$ cat config.mk
export PLATFORM = sky130hd
export DESIGN_NAME = vehicle_light_command_repeater_top_flat
export DESIGN_NICKNAME = d
export VERILOG_FILES = /design/src/design/vlcr_pkg.sv /design/src/design/vlcr_if.sv /design/src/design/vehicle_light_command_repeater_top.sv /design/src/design/vlcr_bank.sv /design/src/design/vlcr_seq.sv /design/src/flat_wrapper.sv
export SDC_FILE = /design/constraint.sdc
export NUM_CORES = 1
export LEC_CHECK = 0
export BUFFER_PORTS_ARGS = -buffer_cell sky130_fd_sc_hd__buf_2
export CORE_ASPECT_RATIO = 1.2
export CORE_UTILIZATION = 29
export DETAILED_ROUTE_END_ITERATION = 10
export GPL_TIMING_DRIVEN = 0
export MAX_ROUTING_LAYER = met4
export PLACE_DENSITY = 0.46
export SYNTH_ARGS = -nofsm -noshare
export SYNTH_HDL_FRONTEND = slang
export SYNTH_HIERARCHICAL = 1
export SYNTH_SLANG_ARGS = --single-unit
$ cat constraint.sdc
create_clock -name clk_i -period 6.4 [get_ports clk_i]
set_input_delay 0.32 -clock clk_i [delete_from_list [all_inputs] [get_ports clk_i]]
set_output_delay 0.32 -clock clk_i [all_outputs]
set_load 0.01 [all_outputs]
$ cat src/design/vlcr_pkg.sv
// ----------------------------------------------------------------------------
// vlcr_pkg
// Shared types and constants of the vehicle light command repeater: opcodes,
// sequencer states, channel numbers and the structs passed between modules.
// ----------------------------------------------------------------------------
package vlcr_pkg;

  localparam int unsigned NumLights = 6;
  localparam int unsigned ChW       = 3;
  localparam int unsigned CntW      = 8;

  localparam logic [ChW-1:0]  ChRight     = 3'd3;
  localparam logic [ChW-1:0]  ChLeft      = 3'd4;
  localparam logic [ChW-1:0]  ChHazard    = 3'd5;
  localparam logic [ChW-1:0]  ChLast      = 3'd5;
  localparam logic [CntW-1:0] ResetRepeat = 8'd2;

  typedef enum logic {
    OP_SET  = 1'b0,
    OP_TICK = 1'b1
  } opcode_e;

  typedef enum logic [1:0] {
    ST_IDLE,
    ST_SET,
    ST_SCAN,
    ST_EMIT
  } seq_state_e;

  typedef struct packed {
    opcode_e        opcode;
    logic [ChW-1:0] light_channel;
    logic           light_value;
  } in_item_t;

  typedef struct packed {
    logic [ChW-1:0] out_channel;
    logic           out_value;
    logic           last_of_tick;
  } out_item_t;

  // Commands from the sequencer to the channel bank.
  typedef struct packed {
    logic           set_en;
    logic [ChW-1:0] set_ch;
    logic           set_val;
    logic           dec_en;
    logic [ChW-1:0] dec_idx;
  } bank_cmd_t;

  // Status from the channel bank to the sequencer.
  typedef struct packed {
    logic [NumLights-1:0] lit;
    logic [NumLights-1:0] nz;
  } bank_stat_t;

endpackage

$ cat src/design/vlcr_if.sv
// ----------------------------------------------------------------------------
// vlcr_if
// Valid/ready channel interfaces: command input, result output and the
// repeat-count write port.
// ----------------------------------------------------------------------------
interface vlcr_in_if;
  logic       valid;
  logic       ready;
  logic       opcode;
  logic [2:0] light_channel;
  logic       light_value;

  modport source (output valid, output opcode, output light_channel,
                  output light_value, input ready);
  modport sink   (input valid, input opcode, input light_channel,
                  input light_value, output ready);
endinterface

interface vlcr_out_if;
  logic       valid;
  logic       ready;
  logic [2:0] out_channel;
  logic       out_value;
  logic       last_of_tick;

  modport source (output valid, output out_channel, output out_value,
                  output last_of_tick, input ready);
  modport sink   (input valid, input out_channel, input out_value,
                  input last_of_tick, output ready);
endinterface

interface vlcr_cfg_if;
  logic       valid;
  logic       ready;
  logic [7:0] repeat_count;

  modport source (output valid, output repeat_count, input ready);
  modport sink   (input valid, input repeat_count, output ready);
endinterface

$ cat src/design/vehicle_light_command_repeater_top.sv
// ----------------------------------------------------------------------------
// vehicle_light_command_repeater_top
// Repeats changed light commands of six vehicle lights for a configurable
// number of ticks.
//
//   Channel   Direction  Beat contents
//   in_if     sink       opcode, light_channel, light_value
//   out_if    source     out_channel, out_value, last_of_tick
//   cfg_if    sink       repeat_count
//
// A set request is accepted in the idle state and applied to the bank in the
// set state, after which ready returns. A tick is accepted, then the scan
// steps one channel per cycle up to the last one with a pending repeat (all
// six when none is pending), pausing in the emit state for each result beat;
// the single decrement unit and the scan counter set this.
// Output stalls extend a tick by the stalled cycles; no new command is taken
// until the tick is done. Reset clears all lights, all counters and sets the
// repeat count to two. Configuration is always ready.
// ----------------------------------------------------------------------------
module vehicle_light_command_repeater_top (
  input  logic        clk_i,
  input  logic        rst_ni,
  vlcr_in_if.sink     in_if,
  vlcr_out_if.source  out_if,
  vlcr_cfg_if.sink    cfg_if
);

  logic [vlcr_pkg::CntW-1:0] repeat_count_q;
  vlcr_pkg::in_item_t        in_item;
  vlcr_pkg::out_item_t       out_item;
  vlcr_pkg::bank_cmd_t       bank_cmd;
  vlcr_pkg::bank_stat_t      bank_stat;

  assign cfg_if.ready = 1'b1;

  always_ff @(posedge clk_i or negedge rst_ni) begin
    if (!rst_ni) begin
      repeat_count_q <= vlcr_pkg::ResetRepeat;
    end else if (cfg_if.valid) begin
      repeat_count_q <= cfg_if.repeat_count;
    end
  end

  assign in_item.opcode        = vlcr_pkg::opcode_e'(in_if.opcode);
  assign in_item.light_channel = in_if.light_channel;
  assign in_item.light_value   = in_if.light_value;

  vlcr_seq u_seq (
    .clk_i       (clk_i),
    .rst_ni      (rst_ni),
    .in_valid_i  (in_if.valid),
    .in_ready_o  (in_if.ready),
    .in_item_i   (in_item),
    .out_valid_o (out_if.valid),
    .out_ready_i (out_if.ready),
    .out_item_o  (out_item),
    .cmd_o       (bank_cmd),
    .stat_i      (bank_stat)
  );

  vlcr_bank u_bank (
    .clk_i          (clk_i),
    .rst_ni         (rst_ni),
    .repeat_count_i (repeat_count_q),
    .cmd_i          (bank_cmd),
    .stat_o         (bank_stat)
  );

  assign out_if.out_channel  = out_item.out_channel;
  assign out_if.out_value    = out_item.out_value;
  assign out_if.last_of_tick = out_item.last_of_tick;

endmodule

$ cat src/design/vlcr_bank.sv
// ----------------------------------------------------------------------------
// vlcr_bank
// Light state bits and repeat counters of the six channels, with the one
// shared decrement unit that the tick scan steps across the channels.
// ----------------------------------------------------------------------------
module vlcr_bank (
  input  logic                          clk_i,
  input  logic                          rst_ni,
  input  logic [vlcr_pkg::CntW-1:0]     repeat_count_i,
  input  vlcr_pkg::bank_cmd_t           cmd_i,
  output vlcr_pkg::bank_stat_t          stat_o
);

  logic [vlcr_pkg::NumLights-1:0] lit_q, lit_d;
  logic [vlcr_pkg::CntW-1:0]      cnt_q [vlcr_pkg::NumLights];
  logic [vlcr_pkg::CntW-1:0]      cnt_d [vlcr_pkg::NumLights];
  logic [vlcr_pkg::CntW-1:0]      dec_val;
  logic                           cur_val;
  logic                           ch_valid;
  logic                           changed;
  logic                           grp_req;

  // Shared decrement unit on the channel selected by the scan.
  assign dec_val = cnt_q[cmd_i.dec_idx] - vlcr_pkg::CntW'(1);

  assign ch_valid = (cmd_i.set_ch <= vlcr_pkg::ChLast);
  assign grp_req  = (cmd_i.set_ch == vlcr_pkg::ChRight) ||
                    (cmd_i.set_ch == vlcr_pkg::ChLeft)  ||
                    (cmd_i.set_ch == vlcr_pkg::ChHazard);

  always_comb begin
    cur_val = 1'b0;
    for (int j = 0; j < vlcr_pkg::NumLights; j++) begin
      if (cmd_i.set_ch == vlcr_pkg::ChW'(j)) begin
        cur_val = lit_q[j];
      end
    end
  end

  assign changed = cmd_i.set_en && ch_valid && (cur_val != cmd_i.set_val);

  always_comb begin
    logic nv;
    logic in_grp;
    lit_d = lit_q;
    for (int j = 0; j < vlcr_pkg::NumLights; j++) begin
      cnt_d[j] = cnt_q[j];
      in_grp   = (vlcr_pkg::ChW'(j) == vlcr_pkg::ChRight) ||
                 (vlcr_pkg::ChW'(j) == vlcr_pkg::ChLeft)  ||
                 (vlcr_pkg::ChW'(j) == vlcr_pkg::ChHazard);
      if (cmd_i.set_ch == vlcr_pkg::ChW'(j)) begin
        nv = cmd_i.set_val;
      end else if (grp_req && in_grp) begin
        // Turn right, turn left and hazard exclude one another.
        nv = 1'b0;
      end else begin
        nv = lit_q[j];
      end
      if (changed && (nv != lit_q[j])) begin
        lit_d[j] = nv;
        cnt_d[j] = repeat_count_i;
      end
      if (cmd_i.dec_en && (cmd_i.dec_idx == vlcr_pkg::ChW'(j))) begin
        cnt_d[j] = dec_val;
      end
    end
  end

  always_ff @(posedge clk_i or negedge rst_ni) begin
    if (!rst_ni) begin
      lit_q <= '0;
      for (int j = 0; j < vlcr_pkg::NumLights; j++) begin
        cnt_q[j] <= '0;
      end
    end else begin
      lit_q <= lit_d;
      for (int j = 0; j < vlcr_pkg::NumLights; j++) begin
        cnt_q[j] <= cnt_d[j];
      end
    end
  end

  always_comb begin
    stat_o.lit = lit_q;
    for (int j = 0; j < vlcr_pkg::NumLights; j++) begin
      stat_o.nz[j] = (cnt_q[j] != '0);
    end
  end

endmodule

$ cat src/design/vlcr_seq.sv
// ----------------------------------------------------------------------------
// vlcr_seq
// Sequencer: takes one command, applies a set request to the bank or scans
// the channels one per cycle on a tick, pausing while a result waits, and
// holds each result in an output register until it is taken.
// ----------------------------------------------------------------------------
module vlcr_seq (
  input  logic                   clk_i,
  input  logic                   rst_ni,
  input  logic                   in_valid_i,
  output logic                   in_ready_o,
  input  vlcr_pkg::in_item_t     in_item_i,
  output logic                   out_valid_o,
  input  logic                   out_ready_i,
  output vlcr_pkg::out_item_t    out_item_o,
  output vlcr_pkg::bank_cmd_t    cmd_o,
  input  vlcr_pkg::bank_stat_t   stat_i
);

  vlcr_pkg::seq_state_e        state_q, state_d;
  logic [vlcr_pkg::ChW-1:0]    idx_q, idx_d;
  vlcr_pkg::in_item_t          item_q;
  vlcr_pkg::out_item_t         res_q;
  logic                        more_after;
  logic                        cur_nz;
  logic                        cur_lit;

  always_comb begin
    more_after = 1'b0;
    cur_nz     = 1'b0;
    cur_lit    = 1'b0;
    for (int j = 0; j < vlcr_pkg::NumLights; j++) begin
      if (vlcr_pkg::ChW'(j) > idx_q) begin
        more_after = more_after | stat_i.nz[j];
      end
      if (vlcr_pkg::ChW'(j) == idx_q) begin
        cur_nz  = stat_i.nz[j];
        cur_lit = stat_i.lit[j];
      end
    end
  end

  // Next state.
  always_comb begin
    state_d = state_q;
    idx_d   = idx_q;
    unique case (state_q)
      vlcr_pkg::ST_IDLE: begin
        if (in_valid_i) begin
          idx_d = '0;
          if (in_item_i.opcode == vlcr_pkg::OP_TICK) begin
            state_d = vlcr_pkg::ST_SCAN;
          end else begin
            state_d = vlcr_pkg::ST_SET;
          end
        end
      end
      vlcr_pkg::ST_SET: begin
        state_d = vlcr_pkg::ST_IDLE;
      end
      vlcr_pkg::ST_SCAN: begin
        if (cur_nz) begin
          state_d = vlcr_pkg::ST_EMIT;
        end else if (idx_q == vlcr_pkg::ChLast) begin
          state_d = vlcr_pkg::ST_IDLE;
        end else begin
          idx_d = idx_q + vlcr_pkg::ChW'(1);
        end
      end
      vlcr_pkg::ST_EMIT: begin
        if (out_ready_i) begin
          if (res_q.last_of_tick) begin
            state_d = vlcr_pkg::ST_IDLE;
          end else begin
            state_d = vlcr_pkg::ST_SCAN;
            idx_d   = idx_q + vlcr_pkg::ChW'(1);
          end
        end
      end
      default: state_d = vlcr_pkg::ST_IDLE;
    endcase
  end

  // Outputs and bank commands.
  always_comb begin
    in_ready_o    = 1'b0;
    out_valid_o   = 1'b0;
    cmd_o.set_en  = 1'b0;
    cmd_o.set_ch  = item_q.light_channel;
    cmd_o.set_val = item_q.light_value;
    cmd_o.dec_en  = 1'b0;
    cmd_o.dec_idx = idx_q;
    unique case (state_q)
      vlcr_pkg::ST_IDLE: in_ready_o   = 1'b1;
      vlcr_pkg::ST_SET:  cmd_o.set_en = 1'b1;
      vlcr_pkg::ST_SCAN: cmd_o.dec_en = cur_nz;
      vlcr_pkg::ST_EMIT: out_valid_o  = 1'b1;
      default: ;
    endcase
  end

  always_ff @(posedge clk_i or negedge rst_ni) begin
    if (!rst_ni) begin
      state_q <= vlcr_pkg::ST_IDLE;
      idx_q   <= '0;
    end else begin
      state_q <= state_d;
      idx_q   <= idx_d;
    end
  end

  always_ff @(posedge clk_i) begin
    if ((state_q == vlcr_pkg::ST_IDLE) && in_valid_i) begin
      item_q <= in_item_i;
    end
    // Only lower channels have been decremented so far, so the look-ahead
    // over higher channels is exact when the beat is captured.
    if ((state_q == vlcr_pkg::ST_SCAN) && cur_nz) begin
      res_q.out_channel  <= idx_q;
      res_q.out_value    <= cur_lit;
      res_q.last_of_tick <= ~more_after;
    end
  end

  assign out_item_o = res_q;

endmodule

$ cat src/flat_wrapper.sv
// flat-port wrapper written by rule: the top's interface ports become plain ports
module vehicle_light_command_repeater_top_flat 
  (clk_i, rst_ni, in_if_valid, in_if_opcode, in_if_light_channel, in_if_light_value, in_if_ready, out_if_valid, out_if_out_channel, out_if_out_value, out_if_last_of_tick, out_if_ready, cfg_if_valid, cfg_if_repeat_count, cfg_if_ready);
  vlcr_in_if in_if_i ();
  vlcr_out_if out_if_i ();
  vlcr_cfg_if cfg_if_i ();
  input  logic clk_i;
  input  logic rst_ni;
  input wire logic [$bits(in_if_i.valid)-1:0] in_if_valid;
  input wire logic [$bits(in_if_i.opcode)-1:0] in_if_opcode;
  input wire logic [$bits(in_if_i.light_channel)-1:0] in_if_light_channel;
  input wire logic [$bits(in_if_i.light_value)-1:0] in_if_light_value;
  output wire logic [$bits(in_if_i.ready)-1:0] in_if_ready;
  output wire logic [$bits(out_if_i.valid)-1:0] out_if_valid;
  output wire logic [$bits(out_if_i.out_channel)-1:0] out_if_out_channel;
  output wire logic [$bits(out_if_i.out_value)-1:0] out_if_out_value;
  output wire logic [$bits(out_if_i.last_of_tick)-1:0] out_if_last_of_tick;
  input wire logic [$bits(out_if_i.ready)-1:0] out_if_ready;
  input wire logic [$bits(cfg_if_i.valid)-1:0] cfg_if_valid;
  input wire logic [$bits(cfg_if_i.repeat_count)-1:0] cfg_if_repeat_count;
  output wire logic [$bits(cfg_if_i.ready)-1:0] cfg_if_ready;
  assign in_if_i.valid = in_if_valid;
  assign in_if_i.opcode = in_if_opcode;
  assign in_if_i.light_channel = in_if_light_channel;
  assign in_if_i.light_value = in_if_light_value;
  assign in_if_ready = in_if_i.ready;
  assign out_if_valid = out_if_i.valid;
  assign out_if_out_channel = out_if_i.out_channel;
  assign out_if_out_value = out_if_i.out_value;
  assign out_if_last_of_tick = out_if_i.last_of_tick;
  assign out_if_i.ready = out_if_ready;
  assign cfg_if_i.valid = cfg_if_valid;
  assign cfg_if_i.repeat_count = cfg_if_repeat_count;
  assign cfg_if_ready = cfg_if_i.ready;
  vehicle_light_command_repeater_top u_core (.clk_i(clk_i), .rst_ni(rst_ni), .in_if(in_if_i), .out_if(out_if_i), .cfg_if(cfg_if_i));
endmodule
* Yosys cells after proc, flatten, opt, wreduce, memory -nomap -nowiden *
Index checks and enable logic that the tools add are counted.

word-level totals
  bits in registers = 76
  input port bits = 18
  output and inout bits = 8

cells by class
  add/sub/neg operators = 2
  magnitude comparators = 8
  equal/unequal tests = 31
  muxes and demuxes = 65
  bitwise gates (word level) = 7
  reduce and logical (&&, ||, !) cells = 36

operators by type and width
  kind                                                          number
  2-to-1 mux 8 bit                                              14
  nonzero test 8 bit                                            6
  2-to-1 mux 1 bit                                              37
  binary-select mux 8 bit (select 3 bit)                        1
  logical AND 1 bit                                             16
  2-to-1 mux 3 bit                                              5
  == test 3 x 2 -> 1 bit, second input constant                 4
  == test 3 bit, second input constant                          4
  2-to-1 mux 2 bit                                              6
  nonzero test 2 bit                                            6
  inequality test 2 bit, second input constant                  5
  one-hot mux 3 bit (3 select lines)                            1
  one-hot mux 2 bit (4 select lines)                            1
  subtractor 8 x 1 -> 8 bit, second input constant              1
  inequality test 1 bit                                         7
  == test 2 x 3 -> 1 bit, first input constant                  2
  == test 3 x 1 -> 1 bit, second input constant                 2
  == test 3 bit, first input constant                           2
  greater-than comparator 1 x 3 -> 1 bit, first input constant  2
  greater-than comparator 2 x 3 -> 1 bit, first input constant  2
  greater-than comparator 3 bit, first input constant           2
  zero test 3 bit                                               2
  AND reduction 6 bit                                           1
  OR 1 bit                                                      5
  other kinds (13)                                              15

* Longest topological paths before layout *
Gate-level depths: netlist (run 1).

  word-level depth = 13
  gate-level depth with buffers = 13

* Hierarchy *
Netlist (run 1), hierarchy kept.

by module, submodules not included
  module                              instances  cells each  area an instance (um^2)  seq. area each (um^2)
  vlcr_bank                           1          395         3613.5                   1351.3
  vlcr_seq                            1          83          889.6                    395.4
  vehicle_light_command_repeater_top  1          19          344.1                    201.4

* Worst setup path before layout (run 1) *
OpenSTA, ideal clock, no wires.

  path kind = register -> register
  from = register u_core/u_seq/idx_q[0] (netlist bit)
  to = register u_core/u_bank/cnt_q[33] (netlist bit)
  library setup time = 0.087 ns
  arrival time = 2.778 ns
  data required time = 6.313 ns
  path slack = 3.535 ns
  stages on the path, launching flop included = 14
  buffers on the path = 3
  path through = dfrtp_1 clkbuf_8 inv_1 ha_1 nand2_1 a21o_2 o221a_4 nor2_2 nor2b_1 clkbuf_1 and2_0 clkbuf_1 a31oi_1 a22oi_1

RTL lines
  element                          RTL line         source
  from (decl)                      vlcr_seq.sv:21   logic [vlcr_pkg::ChW-1:0] idx_q, idx_d;
  from (signal assigned)           vlcr_seq.sv:108  idx_q <= idx_d;
  to (signal, indexed assignment)  vlcr_bank.sv:78  cnt_q[j] <= cnt_d[j];
  to (decl)                        vlcr_bank.sv:15  logic [vlcr_pkg::CntW-1:0] cnt_q [vlcr_pkg::NumLights];

==> results of run 1 <==
-- stage by stage --
step	total power [uW]	instance area (um2)	hold slack [ns]	cells
after floorplan	1920	4850	0.0244	497
after global placement	2330	5230	0.496	732
after detailed placement	2360	5260	0.136	733
after CTS	2930	5590	0.131	750
after global routing	3130	5590	0.140	750
final	2930	5590	0.141	750
-- synth_stat cells (8+ instances only) --
cell type | number | area share (%)
edfxtp_1 | 9 | 5.6
nand4_1 | 9 | 1.2
nor2b_1 | 8 | 1.0
dfrtp_1 | 66 | 34
mux2i_1 | 42 | 8.7
nand2_1 | 40 | 3.1
a31oi_1 | 19 | 2.5
nor4_1 | 12 | 1.5
inv_1 | 13 | 1.0
nand3_1 | 20 | 2.1
clkbuf_1 | 13 | 1.0
o21ai_0 | 35 | 3.6
o211ai_1 | 13 | 2.0
mux2_4 | 9 | 2.8
a22oi_1 | 18 | 2.8
nor2_1 | 26 | 2.0
a21oi_1 | 42 | 4.3
-- how the worst min path moves through the flow --
stage / slack (ns) / cells past startpoint / from / endpoint
2_1_floorplan: 0.02 / 0 / rst_ni / u_core/repeat_count_q[0]
5_1_grt: 0.14 / 1 / in_if_light_channel[0] / u_core/u_seq/cmd_o[5]
3_5_place_dp: 0.14 / 1 / rst_ni / u_core/u_seq/idx_q[2]
3_3_place_gp: 0.50 / 1 / in_if_light_channel[0] / u_core/u_seq/cmd_o[5]
6_report: 0.14 / 1 / in_if_light_value / u_core/u_seq/cmd_o[4]
4_1_cts: 0.13 / 1 / in_if_light_channel[1] / u_core/u_seq/cmd_o[6]
-- report_power, final --
group	switching (uW)	total, uW	internal (uW)
sequential	191	885	693
combinational	907	1480	575
clock	226	559	333
-- routing by layer --
| metal | routed length [um] | part of all wire [%] | up-vias | global-route usage (%) |
|---|---|---|---|---|
| met2 | 7130 | 50 | 120 | 30.9 |
| li1 | - | - | 1974 | - |
| met1 | 6200 | 43 | 2045 | 21.9 |
| met5 | 0 | 0 | - | - |
| met3 | 664 | 4.6 | 22 | 2.14 |
| met4 | 396 | 2.8 | 0 | 8.22 |
-- worst register-to-register path, delay by kind of cell (launching register included) --
| kind | cells | cell delay (ns) |
|---|---|---|
| compound gates | 4 | 0.64 |
| fa+ha+maj | 1 | 0.37 |
| flops | 1 | 0.59 |
| simple gates | 4 | 1.12 |
| buf+inv | 3 | 0.90 |
-- area by class of cell --
| class | count | area, um2 |
|---|---|---|
| flip-flops and latches | 76 | 1950 |
| inverters | 13 | 48.8 |
| well taps | 212 | 265 |
| multi-input cells | 383 | 2700 |
| clock inverters | 6 | 73.8 |
| plain buffers | 25 | 149 |
| fillers | 1675 | 10700 |
| clock buffers | 10 | 250 |
| repair buffers | 25 | 155 |
-- flip-flops by register name (all words and copies together), names as in the netlist --
signal and flops:
u_core/u_bank/cnt_q 48, u_core/repeat_count_q 8, u_core/u_bank/lit_q 6, u_core/u_seq/out_item_o 5
u_core/u_seq/cmd_o 4, u_core/u_seq/idx_q 3, u_core/u_seq/state_q 2
-- timing repair --
item | 4_1_cts | 5_1_grt
endpoints found under the hold margin | 2 | 0
setup endpoints to repair | 0 | 0
hold buffers | 1 | 0
-- kinds of logic after synthesis --
kind of cell / Yosys count
buffers and inverters: 38
DFF: 76
muxes: 61
xor gates and xnor gates: 3
AOI/OAI and AO/OA: 164
and+or+nand+nor: 150
adders and majority gates: 4
other: 1
==> impl_metrics.py, run 1 <==
metrics = {
    "run_status": {
        "status": "complete, no violations",
    },
    "logic_synthesis": {
        "synth_compound_area_share_pct": 22.5,
        "syn_nets": 519,
        "postSynthCellCount": 497,
        "async_flop_share_pct": 88.2,
        "synth.avg_cell_area_um2": 9.75,
        "ys.flop_type": "dfrtp_1",
        "synth_top_family_by_area": "compound AO/OA/AOI/OAI gates",
        "synthSimpleGateAreaFrac_pct": 16.4,
        "muxShareOfSynthArea_pct": 15.2,
        "synth_area_um2": 4850,
        "synth-edff-count": 9,
        "synthAdderAreaFrac_pct": 1.03,
        "synth.distinct_cells": 70,
        "yosysSeqAreaShare_pct": 40.2,
        "yosysWarningCount": 6,
        "synth_xor_area_share_pct": 0.542,
        "synth_seq_cells": 76,
    },
    "placed_design": {
        "pre_cts_ws_ns": 2.73,
        "hpwl_um": 10900,
        "place_congestion": 0.872,
        "numPortBuffers": 23,
    },
    "final_layout": {
        "final_util_pct": 34.4,
        "final_cell_mix": "dfrtp_1 (66), mux2i_1 (42), a21oi_1 (42)",
        "antenna_cells": 0,
        "drive_above_1_share_pct": 16.5,
        "areaGrowthSynthToFinish_pct": 15.4,
        "nets": 555,
        "layout_commonest_cell": "dfrtp_1",
    },
    "clocking": {
        "clockBufferDepth": 2,
        "tritoncts": "done",
        "cts_setup_buffers": 0,
        "h-tree-depth": 3,
        "postCtsResizedCells": 0,
        "cts_root_buf": "clkbuf_16",
        "cts_made_buffers": 9,
        "clkSinkCount": 76,
        "cts.clk_slew.worst_paths_ns": 0.07,
        "clk_latency_ns": 0.35,
    },
    "critical_path": {
        "crit_arrival_ns": 3.97,
        "r2r_start": "u_core/u_seq/idx_q[1]",
        "r2r_slack_ns": 2.69,
        "crit_start": "u_core/u_seq/idx_q[1]",
        "crit_family": "simple AND/OR/NAND/NOR gates",
        "worstSetupPathDepth": 12,
        "end_kind": "flip-flop",
        "crit_buf_inv": 3,
        "crit_type": "flip-flop to flip-flop",
        "r2r_end": "u_core/u_bank/cnt_q[42]",
        "endpoint": "u_core/u_bank/cnt_q[42]",
        "slowest_delay_ns": 0.59,
        "path_cells": "inv_1, ha_1, nand2_1, a21oi_1, o21ai_1, nor2_2, nor2b_1, clkbuf_1, and2_0, clkbuf_1, a21oi_1, a21oi_1",
        "r2r_cells": 12,
        "critPathLaunchType": "flip-flop",
        "cp.required_ns": 6.67,
        "crit_fanout": 15,
        "cp_common_cell": "a21oi_1",
        "slowest_stage": "dfrtp_1",
    },
    "global_routing": {
        "grt_max_degree": 66,
        "grt_pass1_wl_um": 23300,
        "grt_pass1_vias": 4190,
        "antenna_found_initial": 0,
        "track_usage_pct": 18.3,
        "gr-total-overflow": 0,
    },
    "timing": {
        "max_slew_margin_pct": 43.7,
        "final.setup.tns_ns": 0,
        "min_period_ns": 3.71,
        "finalMaxSlewViolations": 0,
        "tightest_slew_ns": 0.821,
        "setup_viol": 0,
        "finalHoldViolCount": 0,
        "fin_skew_ns": 0.00936,
        "rsz0062_at_grt": "no",
        "setup_ws_ns": 2.69,
        "timing.fmax_ghz": 0.270,
        "finalCritPeriodShare_pct": 57.9,
    },
    "route": {
        "via_per_inst": 5.55,
        "vias": 4161,
        "dr.pass1.iters": 5,
        "drcViolationCount": 0,
        "routed_wl_um": 14400,
        "wire_per_inst_um": 19.2,
        "drt_iter0_drc": 270,
        "drtAntennaViolNets": 0,
    },
    "die": {
        "die_h_um": 144,
        "dieArea_um2": 17200,
        "initial_utilization_pct": 29.8,
        "ioPinCount": 26,
        "std_cell_rows": 51,
        "core_um2": 16300,
        "fp.dieW_um": 120,
    },
    "hold_path": {
        "min_path_type": "input port to flip-flop",
    },
    "flow_run": {
        "maxCapViolCount": 0,
    },
    "pwr": {
        "power_per_cell_area_nw_per_um2": 523,
        "leakagePower_uw": 0.00233,
        "vdd_drop_max_uv": 194,
    },
}
No activity file was read; power rests on OpenSTA's default activity.
==> run 2, diff against run 1 <==
ABC_AREA = 1   (was not set)
clock period = 3.7 ns   (was 6.4 ns; I/O delays follow)
==> run 2 against run 1 <==
Effect of this change: clock skew down 0.00097 ns; register-to-register slack lost 2.2 ns; sequential share of layout area is 1.3 points lower; clock power up 61%; via count rose by 18%; highest routed layer unchanged; clock-buffer cell count down 1; hold slack got worse by 0.12 ns.
==> impl_metrics.py, run 2 <==
metrics = {
    "pwr": {
        "seqPwrFrac_pct": 29.9,
        "leakagePower_uw": 0.00307,
        "power_frac_comb_pct": 51.7,
        "swShare_pct": 50.0,
        "switchingPower_uw": 2450,
        "vdd_drop_max_uv": 283,
        "internal_power_uw": 2440,
        "clkPwrFrac_pct": 18.4,
        "power_per_cell_area_nw_per_um2": 841,
    },
    "die": {
        "fp.dieW_um": 122,
        "std_cell_rows": 52,
        "dieArea_um2": 17900,
        "ioPinCount": 26,
        "initial_utilization_pct": 29.7,
        "core_um2": 17000,
        "die_h_um": 147,
    },
    "critical_path": {
        "cp.required_ns": 3.94,
        "critPathLaunchType": "flip-flop",
        "crit_type": "flip-flop to flip-flop",
        "crit_arrival_ns": 3.50,
        "crit_fanout": 10,
        "end_kind": "flip-flop",
    },
    "timing": {
        "fin_hold_ws_ns": 0.0258,
        "min_period_ns": 3.25,
        "max_slew_margin_pct": 35.4,
        "setup_ws_ns": 0.446,
        "fin_skew_ns": 0.00839,
        "finalHoldViolCount": 0,
        "final.setup.tns_ns": 0,
        "tightest_slew_ns": 0.962,
        "setup_viol": 0,
        "timing.fmax_ghz": 0.307,
        "finalCritPeriodShare_pct": 87.9,
        "rsz0062_at_grt": "no",
        "finalMaxSlewViolations": 0,
    },
    "final_layout": {
        "areaGrowthSynthToFinish_pct": 15.2,
        "antenna_cells": 0,
        "fin_cells": 1010,
        "final_util_pct": 34.3,
        "final_cell_mix": "nand2_1 (356), nand3_1 (104), dfrtp_1 (66)",
        "layout_commonest_cell": "nand2_1",
        "multiInputGateArea_um2": 2760,
        "reg_top3": "u_core/u_bank/cnt_q: 48 flops, u_core/repeat_count_q: 8 flops, u_core/u_bank/lit_q: 6 flops",
        "largest_register": "u_core/u_bank/cnt_q",
        "largest_register_ffs": 48,
        "nets": 811,
        "seqCellArea_um2": 1950,
        "drive_above_1_share_pct": 13.2,
        "n_fill_cell": 1833,
    },
    "global_routing": {
        "grt_pass1_wl_um": 25800,
        "antenna_found_initial": 0,
        "grt_max_degree": 42,
        "track_usage_pct": 19.9,
        "gr-total-overflow": 0,
        "grt_pass1_vias": 4789,
    },
    "clocking": {
        "cts_made_buffers": 9,
        "clk_latency_ns": 0.35,
        "postCtsResizedCells": 0,
        "clkSinkCount": 76,
        "cts_setup_buffers": 0,
        "cts_hold_buf": 3,
        "h-tree-depth": 3,
        "tritoncts": "done",
        "cts.clk_slew.worst_paths_ns": 0.06,
        "clockBufferDepth": 2,
        "cts_root_buf": "clkbuf_16",
    },
    "logic_synthesis": {
        "ys.flop_type": "dfrtp_1",
        "yosysSeqAreaShare_pct": 38.6,
        "postSynthCellCount": 749,
        "synth_area_leaders": "dfrtp_1 (33%), nand2_1 (26%), nand3_1 (10%), edfxtp_1 (5.4%), inv_1 (3.5%)",
        "synth_top_area_share_pct": 32.7,
        "synth_seq_cells": 76,
        "syn_nets": 771,
        "yosysWarningCount": 6,
        "synth.most_common_cell": "nand2_1",
        "synth_area_um2": 5050,
        "synth.distinct_cells": 45,
        "yosysTopAreaCell": "dfrtp_1",
        "ys_top_cells_by_count": "nand2_1 (356), nand3_1 (104), dfrtp_1 (66)",
        "async_flop_share_pct": 88.2,
        "synth-edff-count": 9,
        "synth.avg_cell_area_um2": 6.74,
    },
    "route": {
        "wire_per_inst_um": 15.9,
        "routed_wl_um": 16100,
        "via_per_inst": 4.88,
        "drcViolationCount": 0,
        "wl_met3_um": 616,
        "vias": 4926,
        "wl_met2_um": 7810,
        "maxUsedRoutingLayer": "met4",
        "drtAntennaViolNets": 0,
        "drt_iter0_drc": 357,
        "met1_length_um": 7260,
        "dr.pass1.iters": 5,
    },
    "placed_design": {
        "place_inst": 989,
        "numPortBuffers": 23,
        "place_congestion": 0.942,
        "hpwl_um": 12100,
        "pre_cts_ws_ns": 0.495,
    },
    "hold_path": {
        "min_path_type": "input port to flip-flop",
    },
    "run_status": {
        "status": "complete, no violations",
    },
    "flow_run": {
        "maxCapViolCount": 0,
    },
}
run 2: changes by cell type in the layout (fill, tap and decap cells not counted), moves of 6 or more:
cell and delta:
nand3_1 +84, inv_1 +34, nand2_1 +316, a22oi_1 -18, a31oi_1 -18, mux2i_1 -42, inv_2 +11, clkbuf_1 -6
nor2b_1 -8, o211ai_1 -13, mux2_4 -9, o21ai_0 -11, a21oi_1 -37, nand2_2 +16
run 2: kinds of logic after synthesis:
group                      synth area share, %
and+or+nand+nor                           48.2
adders and majority gates                0.991
other                                   0.0743
buffers and inverters                     6.74
DFF                                       38.6
AOI/OAI and AO/OA                         4.41
xor gates and xnor gates                 0.992
run 2: layout make-up:
type / count / share of cell area [%]
buffer: 19 / 1.94
clock buffer: 9 / 3.87
clock inverter: 7 / 1.33
inverter: 60 / 3.91
multi-input combinational: 594 / 47.5
sequential: 76 / 33.5
tap: 216 / 4.65
timing repair buffer: 29 / 3.36
run 2: path summary, 6_finish.rpt:
| check | startpoint | to | slack, ns | depth (start not counted) |
|---|---|---|---|---|
| max | u_core/u_seq/idx_q[0] | u_core/u_bank/cnt_q[14] | 0.45 | 17 |
| min | cfg_if_repeat_count[1] | u_core/repeat_count_q[1] | 0.03 | 3 |
| max reg2reg | u_core/u_seq/idx_q[0] | u_core/u_bank/cnt_q[14] | 0.45 | 17 |
| min reg2reg | u_core/repeat_count_q[1] | u_core/repeat_count_q[1] | 0.47 | 2 |
| max in group asynchronous | rst_ni | u_core/repeat_count_q[1] | 2.78 | 3 |
| min in group asynchronous | rst_ni | u_core/u_seq/state_q[0] | 0.30 | 2 |
run 2: stage by stage:
stage | instance area, um2 | total power, uW
after floorplan | 5050 | 3130
after global placement | 5430 | 3950
after detailed placement | 5460 | 3990
after CTS | 5800 | 4910
after global routing | 5820 | 5300
final | 5820 | 4890
run 2: power groups by stage:
stage | registers, uW | logic (uW) | clock network, uW
finish | 1460 | 2530 | 900
global route | 1510 | 2820 | 972
CTS | 1460 | 2520 | 933
detailed placement | 1470 | 2520 | 0
global placement | 1470 | 2480 | 0
floorplan | 1370 | 1760 | 0
run 2: metal layers:
| metal | global-route usage, % | vias up |
|---|---|---|
| met2 | 31.4 | 99 |
| met4 | 7.07 | 0 |
| met3 | 3.87 | 21 |
| met5 | - | - |
| met1 | 25.1 | 2320 |
| li1 | - | 2486 |
run 2: worst max-delay path, stage by stage, from the launching register on:
cell,delay (ns)
dfrtp_1,0.57
inv_1,0.16
ha_1,0.28
nand2_1,0.10
inv_1,0.08
nor2_2,0.11
nand2_2,0.07
nand2_2,0.07
nand2_4,0.08
inv_1,0.27
nand2_1,0.15
nor2_2,0.41
inv_1,0.22
clkbuf_1,0.28
nand2_1,0.11
nand2_1,0.07
nand2_1,0.06
nand2_1,0.05
==> run 3, diff against run 2 <==
SYNTH_HIERARCHICAL = not set   (was 1)
==> run 3 against run 2 <==
Effect of this change: clock power is 8.4% higher; clock-buffer cell count is 2 higher; design area is 1.5% lower; synthesized cell count is 12% lower; largest cell class unchanged; largest power group unchanged; highest routed layer unchanged.
==> impl_metrics.py, run 3 <==
metrics = {
    "pwr": {
        "vdd_drop_max_uv": 378,
        "power_per_cell_area_nw_per_um2": 948,
        "leakagePower_uw": 0.00276,
    },
    "hold_path": {
        "holdCritStartpoint": "in_if_light_channel[0]",
        "min_path_type": "input port to flip-flop",
        "whs_path_depth": 1,
    },
    "clocking": {
        "cts_made_buffers": 9,
        "clkSinkCount": 76,
        "cts_root_buf": "clkbuf_16",
        "cts.clk_slew.worst_paths_ns": 0.06,
        "tritoncts": "done",
        "postCtsResizedCells": 0,
        "clockBufferDepth": 2,
        "clk_latency_ns": 0.35,
        "h-tree-depth": 3,
    },
    "timing": {
        "fin_skew_ns": 0.0107,
        "fin_hold_ws_ns": 0.00893,
        "finalHoldViolCount": 0,
        "finalMaxSlewViolations": 0,
        "final.setup.tns_ns": 0,
        "min_period_ns": 3.04,
        "setup_viol": 0,
        "tightest_slew_ns": 0.749,
        "finalCritPeriodShare_pct": 82.2,
        "timing.fmax_ghz": 0.329,
        "rsz0062_at_grt": "no",
        "max_slew_margin_pct": 49.9,
    },
    "placed_design": {
        "hpwl_um": 12400,
        "place_congestion": 0.881,
        "numPortBuffers": 24,
    },
    "global_routing": {
        "grt_max_degree": 66,
        "gr-total-overflow": 0,
        "grt_pass1_wl_um": 26100,
        "track_usage_pct": 20.6,
        "grt_pass1_vias": 4564,
        "antenna_found_initial": 0,
    },
    "route": {
        "vias": 4636,
        "drt_iter0_drc": 317,
        "via_per_inst": 5.04,
        "routed_wl_um": 16400,
        "dr.pass1.iters": 5,
        "drcViolationCount": 0,
        "wire_per_inst_um": 17.9,
        "drtAntennaViolNets": 0,
    },
    "final_layout": {
        "largest_register_ffs": 48,
        "antenna_cells": 0,
        "final_cell_mix": "nand2_1 (188), nand3_1 (95), dfrtp_1 (66)",
        "reg_top3": "u_core.u_bank.cnt_q: 48 flops, u_core.repeat_count_q: 8 flops, u_core.u_bank.lit_q: 6 flops",
        "areaGrowthSynthToFinish_pct": 15.3,
        "largest_register": "u_core.u_bank.cnt_q",
        "nets": 721,
        "layout_commonest_cell": "nand2_1",
        "drive_above_1_share_pct": 18.6,
    },
    "logic_synthesis": {
        "synth_top_area_share_pct": 33.2,
        "synth_area_um2": 4970,
        "ys_top_cells_by_count": "nand2_1 (188), nand3_1 (95), dfrtp_1 (66)",
        "synth-edff-count": 9,
        "ys.flop_type": "dfrtp_1",
        "synth_area_leaders": "dfrtp_1 (33%), nand2_1 (14%), nand3_1 (9.6%), edfxtp_1 (5.4%), inv_1 (4.6%)",
        "yosysSeqAreaShare_pct": 39.2,
        "postSynthCellCount": 662,
        "synth.most_common_cell": "nand2_1",
        "yosysTopAreaCell": "dfrtp_1",
        "synth_seq_cells": 76,
        "async_flop_share_pct": 88.2,
        "synth.avg_cell_area_um2": 7.51,
        "yosysWarningCount": 0,
        "syn_nets": 684,
        "synth.distinct_cells": 44,
    },
    "die": {
        "die_h_um": 145,
        "ioPinCount": 26,
        "std_cell_rows": 52,
        "initial_utilization_pct": 29.5,
        "fp.dieW_um": 122,
        "core_um2": 16900,
        "dieArea_um2": 17700,
    },
    "flow_run": {
        "maxCapViolCount": 0,
    },
    "run_status": {
        "status": "complete, no violations",
    },
    "critical_path": {
        "cp.required_ns": 3.94,
        "critPathLaunchType": "flip-flop",
        "crit_type": "flip-flop to flip-flop",
        "r2r_cells": 13,
        "r2r_start": "u_core.u_seq.idx_q[2]",
        "end_kind": "flip-flop",
        "crit_start": "u_core.u_seq.idx_q[2]",
        "crit_fanout": 9,
        "crit_arrival_ns": 3.29,
    },
}
run 3: path summary, 6_finish.rpt:
kind	to	slack (ns)
setup / recovery	u_core.u_bank.cnt_q[18]	0.66
hold / removal	u_core.u_seq.cmd_o[5]	0.009
setup reg to reg	u_core.u_bank.cnt_q[18]	0.66
hold reg to reg	u_core.u_bank.cnt_q[27]	0.52
max in group asynchronous	u_core.repeat_count_q[1]	2.96
min in group asynchronous	u_core.u_bank.lit_q[2]	0.18
run 3: final cells by class:
cell class | instances | area, um2
buffer | 16 | 106
clock buffer | 11 | 275
clock inverter | 5 | 53.8
fill | 1815 | 11100
inverter | 74 | 278
multi-input combinational | 496 | 2640
sequential | 76 | 1950
tap | 216 | 270
timing repair buffer | 26 | 160
run 3: worst max-delay path, stage by stage, from the launching register on:
cell,delay [ns]
dfrtp_1,0.47
inv_2,0.24
nand2_4,0.08
nor2_2,0.33
inv_1,0.17
o21ai_1,0.24
nor2_2,0.08
ha_1,0.26
xor2_1,0.63
inv_1,0.15
nand2_1,0.10
nand2_1,0.07
nand2_1,0.06
nand2_1,0.04
run 3: layer usage:
layer	global-route usage (%)	share of wire [%]	routed length [um]	up-vias
met2	31.8	48	7810	130
met3	2.94	4.2	691	33
met5	-	0	0	-
met4	10.4	4.1	667	0
li1	-	-	-	2257
met1	26.0	44	7260	2216
run 3: cell families (layout without fill, tap and decap cells):
logic type,Yosys count,count (layout),synth area share [%]
simple gates,414,414,42.0
buf+inv,90,132,7.73
flops,76,76,39.2
compound gates,71,71,8.53
fa+ha+maj,4,4,1.01
xor+xnor,4,4,1.01
mux,2,2,0.453
other cells,1,1,0.0754
run 3: stage by stage:
stage                     setup slack (ns)  power [uW]  instances  instance area (um2)  util, %
after global placement               0.640        4440        902                 5360     31.8
after floorplan                       1.44        3500        662                 4970        -
after detailed placement             0.665        4460        903                 5390     32.0
after global routing                 0.453        5870        920                 5730     34.0
after CTS                            0.642        5460        920                 5730     34.0
final                                0.659        5440        920                 5730     34.0
run 3: repair_timing:
action | CTS | global route
hold endpoints to repair | 66 | 0
setup endpoints to repair | 0 | 0
setup buffers | 0 | 0
hold buffers | 1 | 0
run 3: report_power, final:
| part | internal [uW] | leakage [uW] | switching, uW |
|---|---|---|---|
| logic | 868 | 0.00166 | 2080 |
| clock network | 603 | 0.000162 | 374 |
| registers | 1190 | 0.000936 | 322 |
| total | 2660 | 0.00276 | 2780 |
